--- config.mk ---
export PLATFORM = sky130hd
export DESIGN_NAME = crc_checked_packet_classifier
export DESIGN_NICKNAME = d
export VERILOG_FILES = /design/src/rtl/cpc_pkg.sv /design/src/rtl/cpc_frame_engine.sv /design/src/rtl/cpc_out_fifo.sv /design/src/rtl/crc_checked_packet_classifier.sv
export SDC_FILE = /design/constraint.sdc
export NUM_CORES = 1
export LEC_CHECK = 0
export BUFFER_PORTS_ARGS = -buffer_cell sky130_fd_sc_hd__clkbuf_2
export CELL_PAD_IN_SITES_DETAIL_PLACEMENT = 1
export CELL_PAD_IN_SITES_GLOBAL_PLACEMENT = 2
export CORE_UTILIZATION = 43
export DETAILED_ROUTE_END_ITERATION = 16
export PLACE_DENSITY_LB_ADDON = 0.25
export SLEW_MARGIN = 25
export SYNTH_ARGS = -nofsm -noshare
export SYNTH_HDL_FRONTEND = slang
export SYNTH_SLANG_ARGS = --single-unit
--- constraint.sdc ---
create_clock -name i_clk -period 9.1 [get_ports i_clk]
set_clock_uncertainty 0.05 [all_clocks]
set_input_delay 1.82 -clock i_clk [delete_from_list [all_inputs] [get_ports i_clk]]
set_output_delay 1.82 -clock i_clk [all_outputs]
set_load 0.1 [all_outputs]
--- src/rtl/cpc_pkg.sv ---
`default_nettype none

package cpc_pkg;

    // Number of configured packet kinds that take part in the ID match.
    localparam int unsigned NumKinds = 5;

    localparam int unsigned ByteW   = 8;
    localparam int unsigned CrcW    = 16;
    localparam int unsigned CountW  = 9;
    localparam int unsigned CfgW    = 40;
    localparam int unsigned StatusW = 3;
    localparam int unsigned KindW   = 3;

    // Saturation limits of the byte counter and the reported length.
    localparam logic [CountW-1:0] CountMax  = 9'd511;
    localparam logic [CountW-1:0] LengthMax = 9'd255;
    localparam logic [ByteW-1:0]  ByteMask  = 8'hFF;

    // Reset value of the polynomial register (reflected Kermit polynomial).
    localparam logic [CrcW-1:0] CrcPolyReset = 16'h8408;

    // Configuration register indexes.
    typedef enum logic [1:0] {
        CFG_CRC_POLY     = 2'd0,
        CFG_KIND_IDS     = 2'd1,
        CFG_KIND_LENGTHS = 2'd2
    } t_cfg_index;

    // Result status codes.
    typedef enum logic [StatusW-1:0] {
        ST_OK       = 3'd0,
        ST_SHORT    = 3'd1,
        ST_CRC      = 3'd2,
        ST_UNKNOWN  = 3'd3,
        ST_LENGTH   = 3'd4,
        ST_OVERSIZE = 3'd5
    } t_status;

    // One result transaction, first field in the highest bits.
    typedef struct packed {
        logic [CrcW-1:0]    computed_crc;
        logic [ByteW-1:0]   id_byte;
        logic [ByteW-1:0]   packet_length;
        logic [KindW-1:0]   packet_kind;
        logic [StatusW-1:0] status;
    } t_result;

    localparam int unsigned ResultW = $bits(t_result);
    localparam int unsigned OutDataW = ((ResultW + 7) / 8) * 8;

    // One byte through the reflected CRC-16, one bit per step.
    function automatic logic [CrcW-1:0] crc_feed(
        input logic [CrcW-1:0]  crc_in,
        input logic [ByteW-1:0] data,
        input logic [CrcW-1:0]  poly
    );
        logic [CrcW-1:0] crc;
        crc = crc_in ^ {{(CrcW-ByteW){1'b0}}, data};
        for (int k = 0; k < ByteW; k++) begin
            if (crc[0]) begin
                crc = (crc >> 1) ^ poly;
            end else begin
                crc = crc >> 1;
            end
        end
        return crc;
    endfunction

endpackage

`default_nettype wire

--- src/rtl/cpc_frame_engine.sv ---
`default_nettype none

module cpc_frame_engine (
    input  wire                                i_clk,
    input  wire                                i_rst_n,
    // Configuration writes.
    input  wire                                i_cfg_wr_en,
    input  wire  [1:0]                         i_cfg_index,
    input  wire  [cpc_pkg::CfgW-1:0]           i_cfg_data,
    // Accepted input transaction.
    input  wire                                i_in_accept,
    input  wire  [cpc_pkg::ByteW-1:0]          i_in_byte,
    input  wire                                i_in_last,
    // A final byte sits in the input register and will push a result.
    output logic                               o_pending,
    // Result towards the output queue.
    output logic                               o_push,
    output cpc_pkg::t_result                   o_result
);

    // Configuration registers.
    logic [cpc_pkg::CrcW-1:0] r_crc_poly;
    logic [cpc_pkg::CfgW-1:0] r_kind_ids;
    logic [cpc_pkg::CfgW-1:0] r_kind_lengths;

    // Input register.
    logic                      r_in_valid;
    logic [cpc_pkg::ByteW-1:0] r_in_byte;
    logic                      r_in_last;

    // Per-packet state.
    logic [cpc_pkg::CrcW-1:0]   r_crc;
    logic [cpc_pkg::CountW-1:0] r_count;
    logic [cpc_pkg::ByteW-1:0]  r_held0;
    logic [cpc_pkg::ByteW-1:0]  r_held1;
    logic [cpc_pkg::ByteW-1:0]  r_first;

    logic [cpc_pkg::CrcW-1:0]   n_crc;
    logic [cpc_pkg::CountW-1:0] n_count;
    logic [cpc_pkg::ByteW-1:0]  n_first;

    logic                         kind_found;
    logic [cpc_pkg::KindW-1:0]    kind_idx;
    logic [cpc_pkg::ByteW-1:0]    kind_len;
    logic                         crc_match;
    cpc_pkg::t_status             status;

    // Configuration register writes; indexes past the list are ignored.
    always_ff @(posedge i_clk) begin
        if (!i_rst_n) begin
            r_crc_poly     <= cpc_pkg::CrcPolyReset;
            r_kind_ids     <= '0;
            r_kind_lengths <= '0;
        end else if (i_cfg_wr_en) begin
            unique case (i_cfg_index)
                cpc_pkg::CFG_CRC_POLY:     r_crc_poly     <= i_cfg_data[cpc_pkg::CrcW-1:0];
                cpc_pkg::CFG_KIND_IDS:     r_kind_ids     <= i_cfg_data;
                cpc_pkg::CFG_KIND_LENGTHS: r_kind_lengths <= i_cfg_data;
                default: ;
            endcase
        end
    end

    // Input register stage.
    always_ff @(posedge i_clk) begin
        if (!i_rst_n) begin
            r_in_valid <= 1'b0;
        end else begin
            r_in_valid <= i_in_accept;
        end
    end

    always_ff @(posedge i_clk) begin
        if (i_in_accept) begin
            r_in_byte <= i_in_byte;
            r_in_last <= i_in_last;
        end
    end

    assign o_pending = r_in_valid && r_in_last;

    // Next packet state for the byte in the input register.  The CRC runs two
    // bytes behind, so the trailer never enters it.
    always_comb begin
        n_first = (r_count == '0) ? r_in_byte : r_first;
        n_crc   = (r_count >= 9'd2) ?
                  cpc_pkg::crc_feed(r_crc, r_held0, r_crc_poly) : r_crc;
        n_count = (r_count < cpc_pkg::CountMax) ? r_count + 9'd1 : r_count;
    end

    // Kind match against the configured IDs; the lowest index wins.
    always_comb begin
        kind_found = 1'b0;
        kind_idx   = '0;
        for (int k = cpc_pkg::NumKinds - 1; k >= 0; k--) begin
            if (r_kind_ids[k*cpc_pkg::ByteW +: cpc_pkg::ByteW] == n_first) begin
                kind_found = 1'b1;
                kind_idx   = cpc_pkg::KindW'(k);
            end
        end
    end

    always_comb begin
        kind_len = '0;
        for (int k = 0; k < cpc_pkg::NumKinds; k++) begin
            if (kind_idx == cpc_pkg::KindW'(k)) begin
                kind_len = r_kind_lengths[k*cpc_pkg::ByteW +: cpc_pkg::ByteW];
            end
        end
    end

    // Trailer check: the byte before the last carries the CRC high byte.
    assign crc_match = (n_crc[15:8] == r_held1) && (n_crc[7:0] == r_in_byte);

    // Status in priority order.
    always_comb begin
        if (n_count < 9'd2) begin
            status = cpc_pkg::ST_SHORT;
        end else if (n_count > cpc_pkg::LengthMax) begin
            status = cpc_pkg::ST_OVERSIZE;
        end else if (!crc_match) begin
            status = cpc_pkg::ST_CRC;
        end else if (!kind_found) begin
            status = cpc_pkg::ST_UNKNOWN;
        end else if ({1'b0, kind_len} != n_count) begin
            status = cpc_pkg::ST_LENGTH;
        end else begin
            status = cpc_pkg::ST_OK;
        end
    end

    always_comb begin
        o_push                 = r_in_valid && r_in_last;
        o_result.status        = status;
        o_result.packet_kind   = kind_idx;
        o_result.packet_length = (n_count > cpc_pkg::LengthMax) ?
                                 cpc_pkg::ByteMask : n_count[cpc_pkg::ByteW-1:0];
        o_result.id_byte       = n_first;
        o_result.computed_crc  = {n_crc[7:0], n_crc[15:8]};
    end

    // Packet state update; everything clears after the final byte.
    always_ff @(posedge i_clk) begin
        if (!i_rst_n) begin
            r_crc   <= '0;
            r_count <= '0;
            r_held0 <= '0;
            r_held1 <= '0;
            r_first <= '0;
        end else if (r_in_valid) begin
            if (r_in_last) begin
                r_crc   <= '0;
                r_count <= '0;
                r_held0 <= '0;
                r_held1 <= '0;
                r_first <= '0;
            end else begin
                r_crc   <= n_crc;
                r_count <= n_count;
                r_held0 <= r_held1;
                r_held1 <= r_in_byte;
                r_first <= n_first;
            end
        end
    end

    // A finished packet leaves a clean state behind it.
    assert property (@(posedge i_clk) disable iff (!i_rst_n)
        (r_in_valid && r_in_last) |=> (r_count == '0 && r_crc == '0 && r_first == '0))
        else $error("packet state not cleared after final byte");

    // An oversize packet always reports the saturated length.
    assert property (@(posedge i_clk) disable iff (!i_rst_n)
        (o_push && o_result.status == cpc_pkg::ST_OVERSIZE) |->
        (o_result.packet_length == cpc_pkg::ByteMask))
        else $error("oversize result without saturated length");

endmodule

`default_nettype wire

--- src/rtl/cpc_out_fifo.sv ---
`default_nettype none

module cpc_out_fifo (
    input  wire               i_clk,
    input  wire               i_rst_n,
    input  wire               i_push,
    input  cpc_pkg::t_result  i_result,
    output logic              o_valid,
    input  wire               i_ready,
    output cpc_pkg::t_result  o_result,
    output logic [2:0]        o_count
);

    // Four-entry result queue; it decouples the engine from output stalls.
    cpc_pkg::t_result r_mem [4];
    logic [1:0]       r_wr_ptr;
    logic [1:0]       r_rd_ptr;
    logic [2:0]       r_count;
    logic             pop;

    assign pop      = (r_count != 3'd0) && i_ready;
    assign o_valid  = (r_count != 3'd0);
    assign o_result = r_mem[r_rd_ptr];
    assign o_count  = r_count;

    always_ff @(posedge i_clk) begin
        if (i_push) begin
            r_mem[r_wr_ptr] <= i_result;
        end
    end

    // Pointer and occupancy bookkeeping.
    always_ff @(posedge i_clk) begin
        if (!i_rst_n) begin
            r_wr_ptr <= '0;
            r_rd_ptr <= '0;
            r_count  <= '0;
        end else begin
            if (i_push) begin
                r_wr_ptr <= r_wr_ptr + 2'd1;
            end
            if (pop) begin
                r_rd_ptr <= r_rd_ptr + 2'd1;
            end
            case ({i_push, pop})
                2'b10:   r_count <= r_count + 3'd1;
                2'b01:   r_count <= r_count - 3'd1;
                default: r_count <= r_count;
            endcase
        end
    end

    // The credit check upstream must never let a result land in a full queue.
    assert property (@(posedge i_clk) disable iff (!i_rst_n)
        !(i_push && r_count == 3'd4 && !pop))
        else $error("result queue overflow");

    // Occupancy stays within the queue depth.
    assert property (@(posedge i_clk) disable iff (!i_rst_n)
        r_count <= 3'd4)
        else $error("result queue count out of range");

endmodule

`default_nettype wire

--- src/rtl/crc_checked_packet_classifier.sv ---
// A final byte that is accepted is held in the input register; its result is pushed
// from there into the result queue, which offers it on the output port.
// Throughput: one byte per cycle; the result queue holds four transactions, and
// input ready drops only when queued plus in-flight results would fill it.
// Reset (synchronous, active low) clears the packet state and the queue and
// loads the polynomial register with 0x8408 and both kind registers with zero.
`default_nettype none

module crc_checked_packet_classifier (
    input  wire                            i_clk,
    input  wire                            i_rst_n,
    // Configuration port.
    input  wire                            i_cfg_wr_en,
    input  wire  [1:0]                     i_cfg_index,
    input  wire  [cpc_pkg::CfgW-1:0]       i_cfg_data,
    // Byte stream in.
    input  wire                            s_axis_tvalid,
    output logic                           s_axis_tready,
    input  wire  [cpc_pkg::ByteW-1:0]      s_axis_tdata,   // [7:0] data_byte
    input  wire                            s_axis_tlast,
    // Result stream out.
    output logic                           m_axis_tvalid,
    input  wire                            m_axis_tready,
    // [2:0] status, [5:3] packet_kind, [13:6] packet_length, [21:14] id_byte,
    // [37:22] computed_crc, [39:38] zero
    output logic [cpc_pkg::OutDataW-1:0]   m_axis_tdata
);

    logic              in_accept;
    logic              pending;
    logic              push;
    cpc_pkg::t_result  eng_result;
    cpc_pkg::t_result  q_result;
    logic [2:0]        q_count;

    // Room must remain for the in-flight final byte and the one accepted now.
    assign s_axis_tready = ({1'b0, q_count} + {3'd0, pending}) <= 4'd3;
    assign in_accept     = s_axis_tvalid && s_axis_tready;

    cpc_frame_engine u_engine (
        .i_clk       (i_clk),
        .i_rst_n     (i_rst_n),
        .i_cfg_wr_en (i_cfg_wr_en),
        .i_cfg_index (i_cfg_index),
        .i_cfg_data  (i_cfg_data),
        .i_in_accept (in_accept),
        .i_in_byte   (s_axis_tdata),
        .i_in_last   (s_axis_tlast),
        .o_pending   (pending),
        .o_push      (push),
        .o_result    (eng_result)
    );

    cpc_out_fifo u_out_fifo (
        .i_clk    (i_clk),
        .i_rst_n  (i_rst_n),
        .i_push   (push),
        .i_result (eng_result),
        .o_valid  (m_axis_tvalid),
        .i_ready  (m_axis_tready),
        .o_result (q_result),
        .o_count  (q_count)
    );

    assign m_axis_tdata = {{(cpc_pkg::OutDataW - cpc_pkg::ResultW){1'b0}}, q_result};

endmodule

`default_nettype wire

# Word-level counts from Yosys, hierarchy flattened
# Memories as Yosys holds them, arrays and structs flattened. A register that Yosys moved wholly into a read port is not among the register bits.
# Index checks and enable logic that the tools add are counted.
# word_totals
mem_bits_rw,152
output_inout_bits,42
input_bits,56
register_bits,162
n_memories,1
# memory_table
name,depth,width,read_ports,rd_ports_with_merged_regs,write_ports,line_no,source
u_out_fifo.r_mem,4,38,1,1,1,cpc_out_fifo.sv:15,cpc_pkg::t_result r_mem [4];
# classes
bitwise,9
reduce_logical,12
eq_ne,16
n_lt_le_gt_ge,5
add_sub_neg,6
muxes,42
# ops
operator,count
two-way mux 16 bit,10
XOR 15 x 16 -> 16 bit,8
two-way mux 8 bit,10
equality test 8 bit,7
two-way mux 3 bit,10
two-way mux 9 bit,2
XOR 16 x 8 -> 16 bit,1
"adder 9 x 1 -> 9 bit, second input constant",1
"greater-or-equal comparator 9 x 2 -> 1 bit, second input constant",1
"> comparator 9 x 8 -> 1 bit, second input constant",1
logical NOT 9 bit,1
"less-than comparator 9 x 2 -> 1 bit, second input constant",1
"less-than comparator 9 bit, second input constant",1
inequality test 8 x 9 -> 1 bit,1
two-way mux 1 bit,7
"equality test 3 x 2 -> 1 bit, second input constant",2
case mux 3 bit (2 select lines),1
AND reduction 2 bit,3
"adder 2 x 1 -> 2 bit, second input constant",2
adder 3 x 1 -> 4 bit,1
"equality test 2 x 1 -> 1 bit, second input constant",2
"equality test 2 bit, second input constant",2
"less-or-equal comparator 4 x 2 -> 1 bit, second input constant",1
logical AND 1 bit,4
other kinds (9),10

# Logic depth before layout (Yosys ltp)
# Gate-level depths: netlist of the first run.
# depth
depth_word,23
ltp_mapped,21
depth_no_buf,18

# By module
# A second synthesis of the first run with hierarchy kept.
# unflattened
cells_unflattened,1775
hier_area_um2,17580.6
# modules_own_cells
module,area_each_um2,seq_area_each_um2,cells_each,instances
cpc_frame_engine,11579.9,3193.1,1525,1
cpc_out_fifo,5957.0,4744.6,244,1
crc_checked_packet_classifier,43.8,0.0,6,1

# Worst setup path after synthesis of the first run
# OpenSTA, ideal clock, no wires.
# synth_path
path_type,flip-flop to flip-flop
start,reg u_engine.r_count[6] (netlist bit)
end,mem u_out_fifo.r_mem[0][2] (netlist bit) (data pin)
t_required_ns,8.786
slack_ns,4.317
t_arrival_ns,4.468
path_stages_with_launch,19
period_less_slack_ns,4.783
path_cell_list,dfxtp_1 > clkbuf_1 > or4_1 > clkbuf_1 > nor3_1 > mux2i_1 > xor2_1 > nand4_1 > nor4_1 > a21oi_1 > and3_1 > clkbuf_1 > a222oi_1 > o21ai_0 > xnor2_1 > nor3_1 > nand4_1 > and3_1 > a31o_1
# synth_rtl
element,line_no,source
"start, declared",cpc_frame_engine.sv:33,logic [cpc_pkg::CountW-1:0] r_count;
"start signal, assigned",cpc_frame_engine.sv:159,r_count <= n_count;
"end, declared",cpc_out_fifo.sv:15,

==> load_flow_metrics.sql, run 1 <==
INSERT INTO impl_metrics (metric_group, metric, value, unit) VALUES
('timing', 'max-slew-margin-rel', '31.7', '%'),
('finish', 'n_fill_cell', '4291', ''),
('synth', 'synth.top_cells.by_area', 'sky130_fd_sc_hd__edfxtp_1 (29%), sky130_fd_sc_hd__dfxtp_1 (18%), sky130_fd_sc_hd__nand2_1 (7.3%)', ''),
('timing', 'rsz0062_at_grt', 'no', ''),
('run', 'drv.max_cap_violation_count', '0', ''),
('clock_network', 'count_of_buffers_added_by_post_cts_timing_repair_for_setup', '0', ''),
('placed_design', 'gp_congestion', '0.836', ''),
('clock_network', 'cts.clk_slew.worst_paths', '0.06', 'ns'),
('detailed_routing', 'avgRoutedWirePerCell', '22.6', 'um'),
('timing', 'maxClockFrequency', '163', 'MHz'),
('finish', 'finalInstanceArea', '18800', 'um2'),
('detailed_routing', 'drc_viols', '0', ''),
('clock_network', 'post_cts_resize_count', '0', ''),
('worst_setup_path', 'crit_path_end_kind', 'register', ''),
('floorplan', 'floorplan.initialDensity', '43.7', '%'),
('synth', 'synth_top_area_cell', 'sky130_fd_sc_hd__edfxtp_1', ''),
('global_routing', 'grt_pass1_wl', '79100', 'um'),
('timing', 'final_setup_violation_count', '0', ''),
('finish', 'layoutNonFillerInstCount', '2248', ''),
('worst_setup_path', 'cpMaxStageDelayCell', 'sky130_fd_sc_hd__nor2_1', ''),
('clock_network', 'cts-htree-levels', '2', ''),
('synth', 'synth_area', '16900', 'um2'),
('global_routing', 'gr-total-overflow', '0', ''),
('synth', 'postSynth.asyncResetShare', '0', '%'),
('synth', 'synthCells', '1672', ''),
('timing', 'drv_slew', '0', ''),
('synth', 'synthesis.area_per_instance', '10.1', 'um2'),
('synth', 'ys_seq_area_share', '47.0', '%'),
('synth', 'synth_ff_type', 'sky130_fd_sc_hd__edfxtp_1', ''),
('detailed_routing', 'antenna_left', '0', ''),
('floorplan', 'die_height', '200', 'um'),
('worst_setup_path', 'path_class', 'reg2reg', ''),
('clock_network', 'clock_tree_root_buffer_cell', 'sky130_fd_sc_hd__clkbuf_16', ''),
('global_routing', 'antenna_found_initial', '0', ''),
('finish', 'antenna-diode-count', '0', ''),
('floorplan', 'core_region_area', '38600', 'um2'),
('finish', 'num-nets-final', '1768', ''),
('placed_design', 'placedCellCount', '2183', ''),
('outcome', 'outcome', 'completed', ''),
('power_and_ir_drop', 'pwr_density_cell', '205', 'nW/um2'),
('floorplan', 'io_pins', '98', ''),
('worst_setup_path', 'worstPathArrival', '6.36', 'ns'),
('clock_network', 'clk-insertion-delay-late', '0.55', 'ns'),
('clock_network', 'clk_path_buf_depth', '3', ''),
('clock_network', 'clock-sinks', '316', ''),
('detailed_routing', 'routed_wl', '50800', 'um'),
('finish', 'synthesis_to_finish_area_growth', '11.5', '%'),
('synth', 'synth_edf_count', '161', ''),
('detailed_routing', 'drt-initial-drc-count', '701', ''),
('clock_network', 'cts_inserted_buffers', '36', ''),
('timing', 'worst-slew-pin-transition', '1.02', 'ns'),
('placed_design', 'post-dp-hpwl', '35400', 'um'),
('worst_setup_path', 'worst_ep_required_time', '9.31', 'ns'),
('detailed_routing', 'drt-vias-per-instance', '5.70', ''),
('timing', 'final.period_utilization', '67.5', '%'),
('synth', 'synth-simple-area-share', '16.3', '%'),
('worst_setup_path', 'timing.critical_path.fanout_max', '26', ''),
('timing', 'fin_tns_setup', '0', 'ns'),
('synth', 'synth.top_cells.by_count', 'sky130_fd_sc_hd__nand2_1 (329), sky130_fd_sc_hd__edfxtp_1 (161), sky130_fd_sc_hd__dfxtp_1 (155), sky130_fd_sc_hd__xnor2_1 (128), sky130_fd_sc_hd__clkbuf_1 (98)', ''),
('synth', 'synth.area.mux_share', '7.17', '%'),
('synth', 'flops_latches_synth', '316', ''),
('synth', 'synth_compound_gate_area_share', '14.1', '%'),
('synth', 'synth_fa_ha_area_share', '0.711', '%'),
('placed_design', 'i_o_buffers', '95', ''),
('worst_setup_path', 'worstSetupStartpointType', 'register', ''),
('global_routing', 'groute.usage.overall', '25.5', '%'),
('finish', 'drive_above_1_share', '15.1', '%'),
('synth', 'netlist-cell-type-count', '85', ''),
('synth', 'synth_warnings', '0', ''),
('clock_network', 'cts_hold_buffers_added', '0', ''),
('synth', 'yosys.area_share.xor_xnor', '10.9', '%');
==> through the flow <==
stage / worst slack [ns] / util (%) / power (W)
6_report: 2.96 / 48.7 / 0.00387
5_1_grt: 2.50 / 48.7 / 0.00401
4_1_cts: 3.00 / 48.7 / 0.00391
3_5_place_dp: 2.96 / 45.8 / 0.00252
3_3_place_gp: 3.20 / 45.8 / 0.00251
2_1_floorplan: 4.32 / - / 0.00233
==> cells in the final DEF (no fill, tap or decap), drive strengths merged, types with 14 or more instances in the layout <==
cell and count:
nand2 329, edfxtp 161, dfxtp 155, clkbuf 141, xnor2 135, a21boi 96, nor2 69, o21ai 55
xor2 51, nor2b 42, a21oi 41, mux4 38, inv 33, and2 31, a22oi 26, nand3 25
nor3 24, buf 24, mux2i 23, nand4 16, and3 16, nor4 14, clkinv 14
==> critical path, delay by kind of cell, from the launching register on <==
family	cells	cell delay (ns)
compound gates	8	1.73
simple gates	5	2.22
xor+xnor	2	0.73
buf+inv	1	0.30
flops	1	0.46
mux	1	0.37
==> area by class of cell <==
type / count / area, um2 / share of cell area, %
Inverter: 32 / 120 / 0.638
Timing Repair Buffer: 118 / 663 / 3.52
Clock buffer: 47 / 942 / 5.00
Clock inverter: 18 / 153 / 0.811
Multi-Input combinational cell: 1199 / 8360 / 44.4
Tap cell: 518 / 648 / 3.44
Sequential cell: 316 / 7940 / 42.2
==> cells by family after synthesis <==
family / count (synthesis)
buffers and inverters: 158
DFF: 316
other: 1
AOI/OAI and AO/OA: 326
xor gates and xnor gates: 191
and+or+nand+nor: 599
adders and majority gates: 9
muxes: 72
==> path summary, 6_finish.rpt <==
kind	start	endpoint	slack [ns]	depth (start not counted)
worst max-delay path	u_engine.r_crc[1]$_SDFFE_PN0P_	u_out_fifo.r_mem[2][1]$_DFFE_PP_	2.96	17
worst min-delay path	u_engine.r_kind_lengths[31]$_SDFFE_PN0P_	u_engine.r_kind_lengths[31]$_SDFFE_PN0P_	0.42	2
worst max register to register	u_engine.r_crc[1]$_SDFFE_PN0P_	u_out_fifo.r_mem[2][1]$_DFFE_PP_	2.96	17
worst min register to register	u_engine.r_kind_lengths[31]$_SDFFE_PN0P_	u_engine.r_kind_lengths[31]$_SDFFE_PN0P_	0.42	2
==> power by group <==
group	internal (W)	switching [W]	total (W)
registers	0.00154	0.0000441	0.00158
clock network	0.000791	0.000592	0.00138
logic	0.000227	0.000677	0.000904
==> registers in the layout, indices dropped and copies added, names as in the netlist, named ones only <==
| register | flops |
|---|---|
| u_out_fifo.r_wr_ptr | 2 |
| u_out_fifo.r_mem | 152 |
| u_engine.r_kind_ids | 40 |
| u_engine.r_count | 9 |
| u_out_fifo.r_rd_ptr | 2 |
| u_engine.r_first | 8 |
| u_engine.r_held0 | 8 |
| u_engine.r_in_last | 1 |
| u_engine.r_held1 | 8 |
| u_engine.r_crc_poly | 16 |
| u_engine.r_kind_lengths | 40 |
| u_engine.r_crc | 16 |
| u_out_fifo.o_count | 3 |
| u_engine.r_in_byte | 8 |
| u_engine.r_in_valid | 1 |
==> metal layers <==
layer,vias to the layer above,share of wire [%],track usage (%)
li1,5982,-,-
met1,6509,44,33.6
met2,261,50,43.8
met3,66,3.4,2.86
met4,0,2.5,7.97
met5,-,0,0
No activity file was read; power rests on OpenSTA's default activity.
==> inputs of run 2 (changes only) <==
--- a/config.mk
+++ b/config.mk
@@ -8,7 +8,7 @@
 export BUFFER_PORTS_ARGS = -buffer_cell sky130_fd_sc_hd__clkbuf_2
 export CELL_PAD_IN_SITES_DETAIL_PLACEMENT = 1
 export CELL_PAD_IN_SITES_GLOBAL_PLACEMENT = 2
-export CORE_UTILIZATION = 43
+export CORE_UTILIZATION = 36
 export DETAILED_ROUTE_END_ITERATION = 16
 export PLACE_DENSITY_LB_ADDON = 0.25
 export SLEW_MARGIN = 25
==> constraint.sdc (replaced) <==
create_clock -name i_clk -period 5.2 [get_ports i_clk]
set_clock_uncertainty 0.05 [all_clocks]
set_input_delay 1.04 -clock i_clk [delete_from_list [all_inputs] [get_ports i_clk]]
set_output_delay 1.04 -clock i_clk [all_outputs]
set_load 0.1 [all_outputs]
==> load_flow_metrics.sql, run 2 (synthesis results as in run 1) <==
INSERT INTO impl_metrics (metric_group, metric, value, unit) VALUES
('clock_network', 'clk-insertion-delay-late', '0.55', 'ns'),
('worst_setup_path', 'worst-r2r-cell-count', '19', ''),
('finish', 'layoutNonFillerInstCount', '2407', ''),
('detailed_routing', 'drtPass1Iterations', '5', ''),
('placed_design', 'gp_congestion', '0.854', ''),
('worst_setup_path', 'crit_path_end_kind', 'register', ''),
('worst_setup_path', 'r2r-start', 'u_engine.r_held0[0]$_SDFFE_PN0P_', ''),
('hold_path', 'min_delay_src', 'u_engine.r_kind_lengths[26]$_SDFFE_PN0P_', ''),
('detailed_routing', 'drt-vias-per-instance', '5.33', ''),
('clock_network', 'cts_inserted_buffers', '37', ''),
('run', 'drv.max_cap_violation_count', '0', ''),
('clock_network', 'tritoncts', 'yes', ''),
('finish', 'synthesis_to_finish_area_growth', '17.1', '%'),
('global_routing', 'first_global_vias', '13300', ''),
('finish', 'area.sequential', '7950', 'um2'),
('worst_setup_path', 'rrSetupSlack', '0.21', 'ns'),
('floorplan', 'die_x', '219', 'um'),
('detailed_routing', 'routed_wl', '51400', 'um'),
('timing', 'fin_tns_setup', '0', 'ns'),
('floorplan', 'die_height', '219', 'um'),
('placed_design', 'post-dp-hpwl', '36400', 'um'),
('timing', 'hold_viol', '0', ''),
('timing', 'layout_min_cycle_time', '4.99', 'ns'),
('clock_network', 'clock-sinks', '316', ''),
('detailed_routing', 'antenna_left', '0', ''),
('hold_path', 'hold_end', 'u_engine.r_kind_lengths[26]$_SDFFE_PN0P_', ''),
('detailed_routing', 'detailroute.via_count', '12800', ''),
('power_and_ir_drop', 'pwr_density_cell', '348', 'nW/um2'),
('finish', 'drive_above_1_share', '20.4', '%'),
('floorplan', 'floorplan.initialDensity', '36.8', '%'),
('placed_design', 'post_dp_cell_area', '18300', 'um2'),
('detailed_routing', 'avgRoutedWirePerCell', '21.4', 'um'),
('finish', 'number_of_flip_flops_under_the_largest_register_name', '152', ''),
('finish', 'highest_count_cells_in_the_layout_ignoring_fill_and_taps', 'sky130_fd_sc_hd__nand2_1 (329), sky130_fd_sc_hd__edfxtp_1 (161), sky130_fd_sc_hd__dfxtp_1 (146), sky130_fd_sc_hd__xnor2_1 (125), sky130_fd_sc_hd__a21boi_0 (96)', ''),
('clock_network', 'clock_tree_root_buffer_cell', 'sky130_fd_sc_hd__clkbuf_16', ''),
('finish', 'reg_top3', 'u_out_fifo.r_mem (152), u_engine.r_kind_ids (40), u_engine.r_kind_lengths (40)', ''),
('global_routing', 'grt_pass1_wl', '79500', 'um'),
('clock_network', 'cts_hold_buffers_added', '0', ''),
('global_routing', 'grt_start_max_net_pins', '105', ''),
('hold_path', 'hp-class', 'reg2reg', ''),
('timing', 'max-slew-margin-rel', '36.6', '%'),
('worst_setup_path', 'rr_endpoint', 'u_out_fifo.r_mem[2][0]$_DFFE_PP_', ''),
('detailed_routing', 'drt-initial-drc-count', '885', ''),
('finish', 'max_flop_register', 'u_out_fifo.r_mem', ''),
('timing', 'timing.final.ws_setup', '0.209', 'ns'),
('worst_setup_path', 'worstPathArrival', '5.22', 'ns'),
('worst_setup_path', 'worstSetupStartpointType', 'register', ''),
('worst_setup_path', 'timing.critical_path.fanout_max', '24', ''),
('floorplan', 'core_region_area', '45900', 'um2'),
('finish', 'post-route-util', '43.1', '%'),
('placed_design', 'placedCellCount', '2331', ''),
('timing', 'final.period_utilization', '96.0', '%'),
('floorplan', 'io_pins', '98', ''),
('clock_network', 'cts.clk_slew.worst_paths', '0.06', 'ns'),
('outcome', 'outcome', 'completed', ''),
('timing', 'final_setup_violation_count', '0', ''),
('finish', 'multi_input_comb_area', '8510', 'um2'),
('detailed_routing', 'drc_viols', '0', ''),
('placed_design', 'i_o_buffers', '95', ''),
('power_and_ir_drop', 'max-vdd-ir-drop', '0.378', 'mV'),
('placed_design', 'post-place-ws', '-0.143', 'ns'),
('global_routing', 'gr-total-overflow', '0', ''),
('floorplan', 'num_rows', '78', ''),
('finish', 'n_fill_cell', '5145', ''),
('worst_setup_path', 'worst_ep_required_time', '5.43', 'ns'),
('timing', 'drv_slew', '0', ''),
('finish', 'antenna-diode-count', '0', ''),
('power_and_ir_drop', 'power.static_leakage', '6.96', 'nW'),
('finish', 'finalInstanceArea', '19800', 'um2'),
('global_routing', 'groute.usage.overall', '21.8', '%'),
('clock_network', 'clk_path_buf_depth', '3', ''),
('hold_path', 'worstHoldPathCells', '2', ''),
('finish', 'num-nets-final', '1844', ''),
('worst_setup_path', 'path_class', 'reg2reg', ''),
('timing', 'maxClockFrequency', '200', 'MHz'),
('global_routing', 'antenna_found_initial', '2', ''),
('clock_network', 'cts-htree-levels', '2', ''),
('floorplan', 'floorplan.die_area', '47800', 'um2'),
('finish', 'layout.cells.most_common', 'sky130_fd_sc_hd__nand2_1', ''),
('timing', 'worst-slew-pin-transition', '0.951', 'ns');
run 2: repair_timing:
item	4_1_cts	5_1_grt
gates cloned	0	1
setup buffers	2	5
gates resized for setup	9	27
setup endpoints to repair	12	12
pin swaps	1	8
run 2: through the flow:
step / total power, W / hold WS [ns]
detailed placement: 0.00444 / 0.409
CTS: 0.00698 / 0.417
global placement: 0.00442 / 0.401
finish: 0.00689 / 0.418
floorplan: 0.00408 / 0.393
global route: 0.00715 / 0.446
run 2: final cells by class:
| cell class | count | area share [%] |
|---|---|---|
| multi-input cells | 1199 | 43.1 |
| flip-flops and latches | 316 | 40.2 |
| repair buffers | 193 | 6.37 |
| clock buffers | 45 | 5.09 |
| well taps | 600 | 3.80 |
| clock inverters | 22 | 0.867 |
| inverters | 32 | 0.607 |
run 2: how the worst max path moves through the flow:
stage / start / end / slack, ns / cells after the start
2_1_floorplan: u_engine.r_count[6]$_SDFFE_PN0P_ / u_out_fifo.r_mem[0][2]$_DFFE_PP_ / 0.42 / 18
3_3_place_gp: u_engine.r_count[0]$_SDFFE_PN0P_ / u_out_fifo.r_mem[0][2]$_DFFE_PP_ / -0.007 / 18
3_5_place_dp: u_engine.r_count[0]$_SDFFE_PN0P_ / u_out_fifo.r_mem[2][2]$_DFFE_PP_ / -0.14 / 18
4_1_cts: u_engine.r_crc[0]$_SDFFE_PN0P_ / u_out_fifo.r_mem[0][1]$_DFFE_PP_ / 0.04 / 18
5_1_grt: u_engine.r_held0[0]$_SDFFE_PN0P_ / u_out_fifo.r_mem[0][1]$_DFFE_PP_ / -0.009 / 18
6_report: u_engine.r_held0[0]$_SDFFE_PN0P_ / u_out_fifo.r_mem[2][0]$_DFFE_PP_ / 0.21 / 19
run 2: critical path, cell delays in order (launching register included):
cell	delay (ns)
sky130_fd_sc_hd__dfxtp_2	0.41
sky130_fd_sc_hd__xor2_2	0.22
sky130_fd_sc_hd__buf_6	0.18
sky130_fd_sc_hd__nand2_1	0.10
sky130_fd_sc_hd__xor2_1	0.21
sky130_fd_sc_hd__or4_4	0.57
sky130_fd_sc_hd__and2_4	0.20
sky130_fd_sc_hd__a31o_1	0.22
sky130_fd_sc_hd__a311oi_4	0.37
sky130_fd_sc_hd__nor2_1	0.14
sky130_fd_sc_hd__buf_6	0.19
sky130_fd_sc_hd__o311ai_2	0.28
sky130_fd_sc_hd__a21oi_2	0.10
sky130_fd_sc_hd__xnor2_4	0.23
sky130_fd_sc_hd__buf_4	0.17
sky130_fd_sc_hd__mux2_2	0.33
sky130_fd_sc_hd__o21ai_0	0.14
sky130_fd_sc_hd__a221oi_1	0.07
sky130_fd_sc_hd__a31o_2	0.30
sky130_fd_sc_hd__a31o_1	0.23
run 2: report_power, final:
| part | internal, W | total [W] | leakage [nW] | switching [W] |
|---|---|---|---|---|
| combinational | 0.000427 | 0.00162 | 3.63 | 0.00119 |
| sequential | 0.00269 | 0.00275 | 2.75 | 0.0000672 |
| clock | 0.00148 | 0.00252 | 0.581 | 0.00104 |
| total | 0.00459 | 0.00689 | 6.96 | 0.00230 |
run 2: routing by layer:
layer  GRT usage (%)  routed length (um)  vias to the layer above
met5               0                   0                        -
met4            4.36                 717                        0
met3            3.40                2180                       46
met2            35.1               24000                      218
met1            30.9               24600                     6436
li1                -                   -                     6119
